## config.mk

```make
export PLATFORM = sky130hd
export DESIGN_NAME = least_loaded_slot_allocator_flat
export DESIGN_NICKNAME = d
export VERILOG_FILES = /design/src/hdl/llsa_pkg.sv /design/src/hdl/llsa_if.sv /design/src/hdl/least_loaded_slot_allocator.sv /design/src/hdl/llsa_ram.sv /design/src/hdl/llsa_alu.sv /design/src/hdl/llsa_seq.sv /design/src/flat_wrapper.sv
export VERILOG_INCLUDE_DIRS = /design/src /design/src/hdl
export SDC_FILE = /design/constraint.sdc
export NUM_CORES = 1
export LEC_CHECK = 0
export BUFFER_PORTS_ARGS = -buffer_cell sky130_fd_sc_hd__buf_2
export CAP_MARGIN = 10
export CORE_MARGIN = 3
export CORE_UTILIZATION = 65
export DETAILED_ROUTE_END_ITERATION = 10
export MAX_ROUTING_LAYER = met4
export PLACE_DENSITY = 0.82
export SETUP_SLACK_MARGIN = 0.05
export SLEW_MARGIN = 20
export SYNTH_ARGS = -nofsm -noshare
export SYNTH_HDL_FRONTEND = slang
export SYNTH_SLANG_ARGS = --single-unit
```

## constraint.sdc

```tcl
create_clock -name clk -period 7.1 [get_ports clk]
set_input_delay 0.71 -clock clk [delete_from_list [all_inputs] [get_ports clk]]
set_output_delay 0.71 -clock clk [all_outputs]
set_load 0.01 [all_outputs]
```

## src/hdl/least_loaded_slot_allocator_assert.svh

```systemverilog
// Assertion macros for the least loaded slot allocator.
// Expects clk and rst_n in the scope of use; empty when SYNTHESIS is defined.
`ifndef LEAST_LOADED_SLOT_ALLOCATOR_ASSERT_SVH
`define LEAST_LOADED_SLOT_ALLOCATOR_ASSERT_SVH
`ifndef SYNTHESIS
// Consequent must hold in the same cycle as the antecedent
`define LLSA_ASSERT_SAME(label, ante, cons, msg) \
    label: assert property (@(posedge clk) disable iff (!rst_n) (ante) |-> (cons)) \
        else $error(msg);
// Consequent must hold in the cycle after the antecedent
`define LLSA_ASSERT_NEXT(label, ante, cons, msg) \
    label: assert property (@(posedge clk) disable iff (!rst_n) (ante) |=> (cons)) \
        else $error(msg);
`else
`define LLSA_ASSERT_SAME(label, ante, cons, msg)
`define LLSA_ASSERT_NEXT(label, ante, cons, msg)
`endif
`endif

```

## src/hdl/llsa_pkg.sv

```systemverilog
// Shared types and constants for the least loaded slot allocator.
// No dependencies; used by the interfaces, the top module, the sequencer and the count unit.
package llsa_pkg;

    // Fixed field widths
    localparam int SLOT_W = 4;
    localparam int LOAD_W = 16;
    localparam int CFG_W  = 5;

    localparam logic [CFG_W-1:0] SLOTS_RESET = 5'd16;

    // Request kinds
    localparam logic FUNC_ASSIGN  = 1'b0;
    localparam logic FUNC_RELEASE = 1'b1;

    // Sequencer states
    typedef enum logic [1:0] {
        ST_IDLE,
        ST_ISSUE,
        ST_SCAN,
        ST_FIN
    } state_t;

    // Operations of the shared count unit
    typedef enum logic [1:0] {
        ALU_CMP,
        ALU_INC,
        ALU_DEC
    } alu_op_t;

    // Status into the sequencer
    typedef struct packed {
        logic req_valid;
        logic req_release;
        logic rel_bad;
        logic item_release;
        logic out_free;
    } seq_sts_t;

    // Control out of the sequencer
    typedef struct packed {
        logic ready;
        logic cmp_en;
        logic first;
        logic fin;
        logic fin_fire;
    } seq_ctrl_t;

endpackage

```

## src/hdl/llsa_if.sv

```systemverilog
// Request and response channel interfaces for the least loaded slot allocator.
// Depends on llsa_pkg for the field widths.
interface llsa_req_if;
    logic                          valid;
    logic                          ready;
    logic                          func;
    logic [llsa_pkg::SLOT_W-1:0]   release_slot;

    modport source (output valid, output func, output release_slot, input ready);
    modport sink   (input valid, input func, input release_slot, output ready);
endinterface

interface llsa_rsp_if;
    logic                          valid;
    logic                          ready;
    logic [llsa_pkg::SLOT_W-1:0]   slot;
    logic [llsa_pkg::LOAD_W-1:0]   load;
    logic                          error;

    modport source (output valid, output slot, output load, output error, input ready);
    modport sink   (input valid, input slot, input load, input error, output ready);
endinterface

```

## src/hdl/least_loaded_slot_allocator.sv

```systemverilog
// Least loaded slot allocator: one load count per slot, scanned one slot per cycle.
// Assign: the scan compares every active slot, then the least loaded count is stepped.
// Release: one slot is read and stepped; a bad slot goes straight to the result.
// The next request is taken once the result is registered; a held response beat adds its wait.
// Reset: counts read as zero through per-slot valid bits, slots_in_use = 16, no clearing pass.
`include "least_loaded_slot_allocator_assert.svh"
module least_loaded_slot_allocator #(
    parameter int MAX_SLOTS  = 16,
    parameter int COUNT_BITS = 16
) (
    input  logic                         clk,
    input  logic                         rst_n,
    llsa_req_if.sink                     req,
    llsa_rsp_if.source                   rsp,
    input  logic                         cfg_we,
    input  logic [llsa_pkg::CFG_W-1:0]   cfg_wdata
);

    localparam int IDX_W  = $clog2(MAX_SLOTS);
    localparam int CNT_W  = $clog2(MAX_SLOTS + 1);
    localparam int CFG_W  = llsa_pkg::CFG_W;
    localparam int NW     = (CNT_W > CFG_W) ? CNT_W : CFG_W;
    localparam int SLOT_W = llsa_pkg::SLOT_W;
    localparam int LOAD_W = llsa_pkg::LOAD_W;
    localparam logic [COUNT_BITS-1:0] CNT_MAX = '1;

    logic [CFG_W-1:0]       cfg_reg;
    logic [NW-1:0]          cfg_ext;
    logic [NW-1:0]          n_eff;
    logic [IDX_W-1:0]       last_idx;
    logic [IDX_W-1:0]       start_idx;
    logic                   rel_bad;

    llsa_pkg::seq_sts_t     sts;
    llsa_pkg::seq_ctrl_t    ctrl;
    logic [IDX_W-1:0]       rd_addr;
    logic [IDX_W-1:0]       cmp_idx;
    logic [COUNT_BITS-1:0]  rd_data;

    logic                   func_reg;
    logic [SLOT_W-1:0]      rel_reg;
    logic                   bad_reg;
    logic [COUNT_BITS-1:0]  best_val_reg;
    logic [IDX_W-1:0]       best_idx_reg;
    logic [MAX_SLOTS-1:0]   slot_vld_reg;

    logic [COUNT_BITS-1:0]  cur_val;
    llsa_pkg::alu_op_t      alu_op;
    logic [COUNT_BITS-1:0]  alu_a;
    logic                   alu_lt;
    logic                   alu_lim;
    logic [COUNT_BITS-1:0]  alu_res;
    logic                   fin_err;
    logic                   ram_we;

    logic                   out_valid_reg;
    logic [SLOT_W-1:0]      out_slot_reg;
    logic [LOAD_W-1:0]      out_load_reg;
    logic                   out_err_reg;
    logic                   accept;

    // Slot count register
    always_ff @(posedge clk or negedge rst_n)
    begin
        if (!rst_n)
        begin
            cfg_reg <= llsa_pkg::SLOTS_RESET;
        end
        else if (cfg_we)
        begin
            cfg_reg <= cfg_wdata;
        end
    end

    // Effective slot count, clamped to 2..MAX_SLOTS
    always_comb
    begin
        cfg_ext = NW'(cfg_reg);
        if (cfg_ext < NW'(2))
        begin
            n_eff = NW'(2);
        end
        else if (cfg_ext > NW'(MAX_SLOTS))
        begin
            n_eff = NW'(MAX_SLOTS);
        end
        else
        begin
            n_eff = cfg_ext;
        end
    end

    assign last_idx  = IDX_W'(n_eff - NW'(1));
    assign rel_bad   = NW'(req.release_slot) >= n_eff;
    assign start_idx = (req.func == llsa_pkg::FUNC_RELEASE) ? IDX_W'(req.release_slot) : '0;
    assign accept    = req.valid && ctrl.ready;

    // Sequencer
    assign sts.req_valid    = req.valid;
    assign sts.req_release  = (req.func == llsa_pkg::FUNC_RELEASE);
    assign sts.rel_bad      = rel_bad;
    assign sts.item_release = (func_reg == llsa_pkg::FUNC_RELEASE);
    assign sts.out_free     = !out_valid_reg || rsp.ready;

    llsa_seq #(
        .IDX_W (IDX_W)
    ) u_seq (
        .clk       (clk),
        .rst_n     (rst_n),
        .sts       (sts),
        .start_idx (start_idx),
        .last_idx  (last_idx),
        .ctrl      (ctrl),
        .rd_addr   (rd_addr),
        .cmp_idx   (cmp_idx)
    );

    // Count store
    llsa_ram #(
        .WIDTH (COUNT_BITS),
        .DEPTH (MAX_SLOTS)
    ) u_ram (
        .clk   (clk),
        .we    (ram_we),
        .waddr (best_idx_reg),
        .wdata (alu_res),
        .raddr (rd_addr),
        .rdata (rd_data)
    );

    // Shared unit: compare while scanning, step the chosen count at the end
    assign cur_val = slot_vld_reg[cmp_idx] ? rd_data : '0;
    assign alu_a   = ctrl.fin ? best_val_reg : cur_val;

    always_comb
    begin
        if (ctrl.cmp_en)
        begin
            alu_op = llsa_pkg::ALU_CMP;
        end
        else if (func_reg == llsa_pkg::FUNC_ASSIGN)
        begin
            alu_op = llsa_pkg::ALU_INC;
        end
        else
        begin
            alu_op = llsa_pkg::ALU_DEC;
        end
    end

    llsa_alu #(
        .W (COUNT_BITS)
    ) u_alu (
        .op  (alu_op),
        .a   (alu_a),
        .b   (best_val_reg),
        .lt  (alu_lt),
        .lim (alu_lim),
        .res (alu_res)
    );

    assign fin_err = bad_reg || alu_lim;
    assign ram_we  = ctrl.fin_fire && !fin_err;

    // Request beat capture
    always_ff @(posedge clk)
    begin
        if (accept)
        begin
            func_reg <= req.func;
            rel_reg  <= req.release_slot;
            bad_reg  <= (req.func == llsa_pkg::FUNC_RELEASE) && rel_bad;
        end
    end

    // Running minimum; strict compare keeps the lowest slot on a tie
    always_ff @(posedge clk)
    begin
        if (ctrl.cmp_en && (ctrl.first || alu_lt))
        begin
            best_val_reg <= cur_val;
            best_idx_reg <= cmp_idx;
        end
    end

    // Per-slot valid bits: an unwritten slot reads as zero
    always_ff @(posedge clk or negedge rst_n)
    begin
        if (!rst_n)
        begin
            slot_vld_reg <= '0;
        end
        else if (ram_we)
        begin
            slot_vld_reg[best_idx_reg] <= 1'b1;
        end
    end

    // Response register
    always_ff @(posedge clk or negedge rst_n)
    begin
        if (!rst_n)
        begin
            out_valid_reg <= 1'b0;
        end
        else if (ctrl.fin_fire)
        begin
            out_valid_reg <= 1'b1;
        end
        else if (rsp.ready)
        begin
            out_valid_reg <= 1'b0;
        end
    end

    always_ff @(posedge clk)
    begin
        if (ctrl.fin_fire)
        begin
            out_slot_reg <= (func_reg == llsa_pkg::FUNC_RELEASE) ? rel_reg
                                                                 : SLOT_W'(best_idx_reg);
            out_load_reg <= bad_reg ? '0 : LOAD_W'(alu_res);
            out_err_reg  <= fin_err;
        end
    end

    assign req.ready = ctrl.ready;
    assign rsp.valid = out_valid_reg;
    assign rsp.slot  = out_slot_reg;
    assign rsp.load  = out_load_reg;
    assign rsp.error = out_err_reg;

    // Checks
    `LLSA_ASSERT_SAME(a_no_overwrite, ctrl.fin_fire, !out_valid_reg || rsp.ready, "response overwritten")
    `LLSA_ASSERT_NEXT(a_busy_after_beat, req.valid && req.ready, !req.ready, "ready after request beat")
    `LLSA_ASSERT_SAME(a_scan_in_range, ctrl.cmp_en, cmp_idx <= last_idx, "scan beyond active slots")
    `LLSA_ASSERT_SAME(a_no_wrap, ram_we, (func_reg == llsa_pkg::FUNC_ASSIGN) ? (best_val_reg != CNT_MAX) : (best_val_reg != '0), "count wrapped")

endmodule

```

## src/hdl/llsa_ram.sv

```systemverilog
// Generic single write, single read RAM with registered read data.
// No dependencies.
module llsa_ram #(
    parameter int WIDTH = 16,
    parameter int DEPTH = 16
) (
    input  logic                     clk,
    input  logic                     we,
    input  logic [$clog2(DEPTH)-1:0] waddr,
    input  logic [WIDTH-1:0]         wdata,
    input  logic [$clog2(DEPTH)-1:0] raddr,
    output logic [WIDTH-1:0]         rdata
);

    logic [WIDTH-1:0] mem [DEPTH];

    // Write port
    always_ff @(posedge clk)
    begin
        if (we)
        begin
            mem[waddr] <= wdata;
        end
    end

    // Registered read port
    always_ff @(posedge clk)
    begin
        rdata <= mem[raddr];
    end

endmodule

```

## src/hdl/llsa_alu.sv

```systemverilog
// Shared count unit: compare during the scan, saturating step at the end.
// Depends on llsa_pkg for the operation codes.
module llsa_alu #(
    parameter int W = 16
) (
    input  llsa_pkg::alu_op_t op,
    input  logic [W-1:0]      a,
    input  logic [W-1:0]      b,
    output logic              lt,
    output logic              lim,
    output logic [W-1:0]      res
);

    localparam logic [W-1:0] ONE = W'(1);

    // One compare and one incrementer/decrementer, selected by op
    always_comb
    begin
        lt  = a < b;
        lim = 1'b0;
        res = a;
        unique case (op)
            llsa_pkg::ALU_CMP:
            begin
                lim = 1'b0;
                res = a;
            end
            llsa_pkg::ALU_INC:
            begin
                lim = (a == '1);
                res = lim ? a : a + ONE;
            end
            llsa_pkg::ALU_DEC:
            begin
                lim = (a == '0);
                res = lim ? a : a - ONE;
            end
            default:
            begin
                lim = 1'b0;
                res = a;
            end
        endcase
    end

endmodule

```

## src/hdl/llsa_seq.sv

```systemverilog
// Sequencer: walks the slot counts one RAM read a cycle and paces each request.
// Depends on llsa_pkg for the state type and control structs.
module llsa_seq #(
    parameter int IDX_W = 4
) (
    input  logic                 clk,
    input  logic                 rst_n,
    input  llsa_pkg::seq_sts_t   sts,
    input  logic [IDX_W-1:0]     start_idx,
    input  logic [IDX_W-1:0]     last_idx,
    output llsa_pkg::seq_ctrl_t  ctrl,
    output logic [IDX_W-1:0]     rd_addr,
    output logic [IDX_W-1:0]     cmp_idx
);

    llsa_pkg::state_t state_reg, state_next;
    logic [IDX_W-1:0] idx_reg, idx_next;
    logic [IDX_W-1:0] cmp_idx_reg, cmp_idx_next;
    logic             first_reg, first_next;

    // Next state
    always_comb
    begin
        state_next = state_reg;
        unique case (state_reg)
            llsa_pkg::ST_IDLE:
            begin
                if (sts.req_valid)
                begin
                    state_next = (sts.req_release && sts.rel_bad) ? llsa_pkg::ST_FIN
                                                                  : llsa_pkg::ST_ISSUE;
                end
            end
            llsa_pkg::ST_ISSUE:
            begin
                state_next = llsa_pkg::ST_SCAN;
            end
            llsa_pkg::ST_SCAN:
            begin
                if (sts.item_release || cmp_idx_reg == last_idx)
                begin
                    state_next = llsa_pkg::ST_FIN;
                end
            end
            llsa_pkg::ST_FIN:
            begin
                if (sts.out_free)
                begin
                    state_next = llsa_pkg::ST_IDLE;
                end
            end
            default:
            begin
                state_next = llsa_pkg::ST_IDLE;
            end
        endcase
    end

    // Outputs
    always_comb
    begin
        ctrl = '0;
        unique case (state_reg)
            llsa_pkg::ST_IDLE:
            begin
                ctrl.ready = 1'b1;
            end
            llsa_pkg::ST_ISSUE:
            begin
                ctrl.ready = 1'b0;
            end
            llsa_pkg::ST_SCAN:
            begin
                ctrl.cmp_en = 1'b1;
                ctrl.first  = first_reg;
            end
            llsa_pkg::ST_FIN:
            begin
                ctrl.fin      = 1'b1;
                ctrl.fin_fire = sts.out_free;
            end
            default:
            begin
                ctrl.ready = 1'b0;
            end
        endcase
    end

    // Read index runs one ahead of the compare index and stops at the last slot
    always_comb
    begin
        idx_next     = idx_reg;
        cmp_idx_next = cmp_idx_reg;
        first_next   = 1'b0;
        if (state_reg == llsa_pkg::ST_IDLE)
        begin
            idx_next = start_idx;
        end
        else if (state_reg == llsa_pkg::ST_ISSUE || state_reg == llsa_pkg::ST_SCAN)
        begin
            cmp_idx_next = idx_reg;
            first_next   = (state_reg == llsa_pkg::ST_ISSUE);
            if (idx_reg != last_idx)
            begin
                idx_next = idx_reg + IDX_W'(1);
            end
        end
    end

    always_ff @(posedge clk or negedge rst_n)
    begin
        if (!rst_n)
        begin
            state_reg   <= llsa_pkg::ST_IDLE;
            idx_reg     <= '0;
            cmp_idx_reg <= '0;
            first_reg   <= 1'b0;
        end
        else
        begin
            state_reg   <= state_next;
            idx_reg     <= idx_next;
            cmp_idx_reg <= cmp_idx_next;
            first_reg   <= first_next;
        end
    end

    assign rd_addr = idx_reg;
    assign cmp_idx = cmp_idx_reg;

endmodule
```

## src/flat_wrapper.sv

```systemverilog
// flat-port wrapper written by rule: the top's interface ports become plain ports
module least_loaded_slot_allocator_flat 
#(
    parameter int MAX_SLOTS  = 16,
    parameter int COUNT_BITS = 16
)
  (clk, rst_n, cfg_we, cfg_wdata, req_valid, req_func, req_release_slot, req_ready, rsp_valid, rsp_slot, rsp_load, rsp_error, rsp_ready);
  llsa_req_if req_i ();
  llsa_rsp_if rsp_i ();
  input  logic clk;
  input  logic rst_n;
  input  logic cfg_we;
  input  logic [llsa_pkg::CFG_W-1:0] cfg_wdata;
  input wire logic [$bits(req_i.valid)-1:0] req_valid;
  input wire logic [$bits(req_i.func)-1:0] req_func;
  input wire logic [$bits(req_i.release_slot)-1:0] req_release_slot;
  output wire logic [$bits(req_i.ready)-1:0] req_ready;
  output wire logic [$bits(rsp_i.valid)-1:0] rsp_valid;
  output wire logic [$bits(rsp_i.slot)-1:0] rsp_slot;
  output wire logic [$bits(rsp_i.load)-1:0] rsp_load;
  output wire logic [$bits(rsp_i.error)-1:0] rsp_error;
  input wire logic [$bits(rsp_i.ready)-1:0] rsp_ready;
  assign req_i.valid = req_valid;
  assign req_i.func = req_func;
  assign req_i.release_slot = req_release_slot;
  assign req_ready = req_i.ready;
  assign rsp_valid = rsp_i.valid;
  assign rsp_slot = rsp_i.slot;
  assign rsp_load = rsp_i.load;
  assign rsp_error = rsp_i.error;
  assign rsp_i.ready = rsp_ready;
  least_loaded_slot_allocator #(.MAX_SLOTS(MAX_SLOTS), .COUNT_BITS(COUNT_BITS)) u_core (.clk(clk), .rst_n(rst_n), .req(req_i), .rsp(rsp_i), .cfg_we(cfg_we), .cfg_wdata(cfg_wdata));
endmodule
```

==> results.sh <==
export IMPL_status="finished, final reports clean"
export IMPL_worstPathMaxFanout=19
export IMPL_synth_top_area_share_pct=58.9
export IMPL_switchingPower_w=0.00310
export IMPL_path_cells="mux2i_1 > o22ai_1 > nor3_4 > nor3_1 > mux2_2 > ha_1 > nand3_1 > a21oi_1 > o221ai_2 > nor3_2 > nor4b_2 > nor2b_2"
export IMPL_cts_hold_buffers=0
export IMPL_peakVddDrop_mv=0.399
export IMPL_period_needed_ns=5.49
export IMPL_ys_flop_type="edfxtp_1"
export IMPL_drive_above_1_share_pct=25.1
export IMPL_critical_path_top_delay_family="simple AND/OR/NAND/NOR gates"
export IMPL_hold_path_class="primary input to async pin"
export IMPL_clk_latency_ns=0.53
export IMPL_dp_hpwl_um=23700
export IMPL_p_comb_share_pct=37.1
export IMPL_slowest_delay_ns=0.95
export IMPL_p_int_w=0.00534
export IMPL_slew_violations=0
export IMPL_grt_pass1_wl_um=58800
export IMPL_endpoint_kind="flop"
export IMPL_syn_nets=990
export IMPL_grtUsageTotal_pct=31.9
export IMPL_synth_edf_count=303
export IMPL_place_inst=1278
export IMPL_clkPwrFrac_pct=22.1
export IMPL_synth_area_um2=15400
export IMPL_clock_skew_ns=0.0208
export IMPL_cts_resized=0
export IMPL_die_h_um=160
export IMPL_yosysWarnings=0
export IMPL_largest_register_ffs=256
export IMPL_r2r_slack_ns=1.61
export IMPL_dr_pass1_iters=5
export IMPL_swShare_pct=36.8
export IMPL_nets=1045
export IMPL_cts_buffers=35
export IMPL_min_period_over_period_pct=77.3
export IMPL_max_slew_margin_rel_pct=28.8
export IMPL_place_ws_ns=1.67
export IMPL_syn_avg_cell_area_um2=16.3
export IMPL_post_cts_setup_buffer_count=0
export IMPL_fp_row_count=55
export IMPL_crit_arrival_ns=5.63
export IMPL_clk_pin_slew_ns=0.07
export IMPL_yosys_top_cells_area="edfxtp_1 59%, mux4_2 12%, dfrtp_1 5.2%"
export IMPL_ys_seq_area_share_pct=66.3
export IMPL_vias=9202
export IMPL_instances_no_fill=1342
export IMPL_grt_pass1_vias=9274
export IMPL_timing_rr_start="u_core.u_seq.cmp_idx[2]"
export IMPL_hold_viol_final=0
export IMPL_clock_path_buffers=3
export IMPL_drv_cap=0
export IMPL_drtAntennaViolNets=0
export IMPL_drtIter0Drc=1124
export IMPL_worst_setup_path_start_kind="flop"
export IMPL_routed_wl_um=38900
export IMPL_regMostFlops="u_core.u_ram.mem"
export IMPL_synth_most_common_cell="edfxtp_1"
export IMPL_clock_sinks=352
export IMPL_grt_max_degree=70
export IMPL_worst_pin_slew_ns=1.07
export IMPL_cts_tree="done"
export IMPL_synth_distinct_cells=87
export IMPL_clock_fmax_ghz=0.182
export IMPL_initial_utilization_pct=67.2
export IMPL_drc_errors=0
export IMPL_avgViaCountPerCell=6.86
export IMPL_setup_ws_ns=1.61
export IMPL_synth_cells=947
export IMPL_ys_ff_latch=352
export IMPL_grt_overflow_total=0
export IMPL_setup_tns_ns=0
export IMPL_cp_required_ns=7.24
export IMPL_antenna_found_initial=1
export IMPL_coreArea_um2=23000
export IMPL_slowest_stage="nor2b_2"
export IMPL_portBuffers=37
export IMPL_leakagePower_nw=5.97
export IMPL_root_buffer="clkbuf_16"
export IMPL_die_area_um2=25700
export IMPL_r2r_end="u_core.u_ram.mem[2][11]"
export IMPL_setup_viol=0
export IMPL_synth_async_reset_ratio_pct=9.38
export IMPL_area_delta_synth_final_pct=11.5
export IMPL_yosys_area_top_type="edfxtp_1"
export IMPL_p_per_area_nw_per_um2=490
export IMPL_rsz0062_at_grt="false"
export IMPL_post_drt_wl_per_cell_um=29.0
export IMPL_cts_max_level=2
export IMPL_critPathKind="flop to flop"
export IMPL_synth_common_cells="303 x edfxtp_1, 80 x mux4_2, 51 x nand2_1"
export IMPL_num_io_pins=38
export IMPL_reg2reg_depth=12
export IMPL_seqPwrFrac_pct=40.8
export IMPL_gp_congestion=0.994
export IMPL_path_buf_inv=0
export IMPL_die_w_um=160
[through the flow]
step	hold WS, ns	total power, W	cell area (um2)	util [%]
detailed placement	0.460	0.00650	16000	69.8
global route	0.313	0.00882	17200	74.9
floorplan	0.414	0.00547	15400	-
global placement	0.453	0.00642	16000	69.8
CTS	0.269	0.00839	17200	74.8
finish	0.253	0.00844	17200	74.9
[layout by cell type, fill, tap and decap left out, types with 4 or more instances in the layout]
cell type / synthesis / final
o221ai_1: 4 / 4
nor2b_1: 10 / 6
o2111ai_1: 4 / 4
inv_1: 43 / 43
ha_1: 28 / 28
a31o_2: 5 / 5
clkbuf_1: 21 / 9
clkbuf_8: 0 / 4
clkinv_2: 0 / 6
nor3b_1: 4 / 4
a21o_1: 16 / 16
nor3_1: 24 / 23
nand2_1: 51 / 51
edfxtp_1: 303 / 303
nor2b_2: 0 / 4
o21ai_0: 24 / 24
o41ai_1: 4 / 4
o31ai_1: 5 / 5
mux2_2: 14 / 14
xor2_1: 6 / 5
a21oi_1: 24 / 22
nand2b_1: 9 / 9
buf_2: 8 / 37
clkbuf_16: 0 / 35
nor2_1: 36 / 24
mux4_2: 80 / 80
and2_1: 15 / 15
nand3_1: 19 / 19
nand4_1: 8 / 8
dfxtp_1: 16 / 16
nor4_1: 9 / 9
nor2_2: 0 / 12
a211oi_1: 4 / 4
buf_4: 2 / 21
dfrtp_1: 32 / 30
a31oi_1: 7 / 6
o21bai_1: 13 / 13
mux2i_1: 8 / 8
xnor2_1: 5 / 5
[power by group through the flow]
| stage | Sequential (W) | Combinational, W | Clock [W] |
|---|---|---|---|
| after floorplan | 0.00330 | 0.00217 | 0 |
| final | 0.00344 | 0.00313 | 0.00186 |
| after detailed placement | 0.00348 | 0.00303 | 0 |
| after global placement | 0.00347 | 0.00295 | 0 |
| after CTS | 0.00344 | 0.00306 | 0.00188 |
| after global routing | 0.00347 | 0.00338 | 0.00196 |
[layer usage]
layer / up-vias / track usage [%] / share of wire (%)
met1: 4673 / 42.9 / 38
met3: 103 / 4.54 / 8.5
met4: 0 / 12.3 / 4.0
li1: 3901 / - / -
met2: 525 / 50.3 / 49
met5: - / - / 0
[worst max-delay path by stage]
stage	depth (start not counted)	end	from
5_1_grt	12	u_core.u_ram.mem[2][11]	u_core.u_seq.cmp_idx[2]
6_report	12	u_core.u_ram.mem[2][11]	u_core.u_seq.cmp_idx[2]
3_3_place_gp	12	u_core.u_ram.mem[3][9]	u_core.u_seq.cmp_idx[2]
2_1_floorplan	17	u_core.best_idx_reg[0]	u_core.u_seq.cmp_idx[2]
3_5_place_dp	12	u_core.u_ram.mem[2][10]	u_core.u_seq.cmp_idx[2]
4_1_cts	12	u_core.u_ram.mem[2][8]	u_core.u_seq.cmp_idx[0]
[cell type report]
| type | count | area [um2] |
|---|---|---|
| inverters | 44 | 165 |
| repair buffers | 58 | 343 |
| fillers | 1378 | 5760 |
| well taps | 313 | 392 |
| clock inverters | 15 | 183 |
| diodes | 1 | 2.50 |
| clock buffers | 48 | 965 |
| multi-input cells | 511 | 4920 |
| flip-flops and latches | 352 | 10300 |
[cell families (layout without fill, tap and decap cells)]
group | Yosys count | count (layout) | share of synthesized area [%]
adder cells (fa/ha/maj) | 28 | 28 | 2.27
flip-flops | 352 | 352 | 66.3
AND/OR/NAND/NOR | 206 | 206 | 6.99
other | 0 | 1 | 0
AO/OA/AOI/OAI | 162 | 162 | 8.19
multiplexers | 104 | 104 | 13.3
XOR/XNOR | 11 | 11 | 0.624
buffers and inverters | 84 | 165 | 2.25
Power figures use the tool's default switching activity.
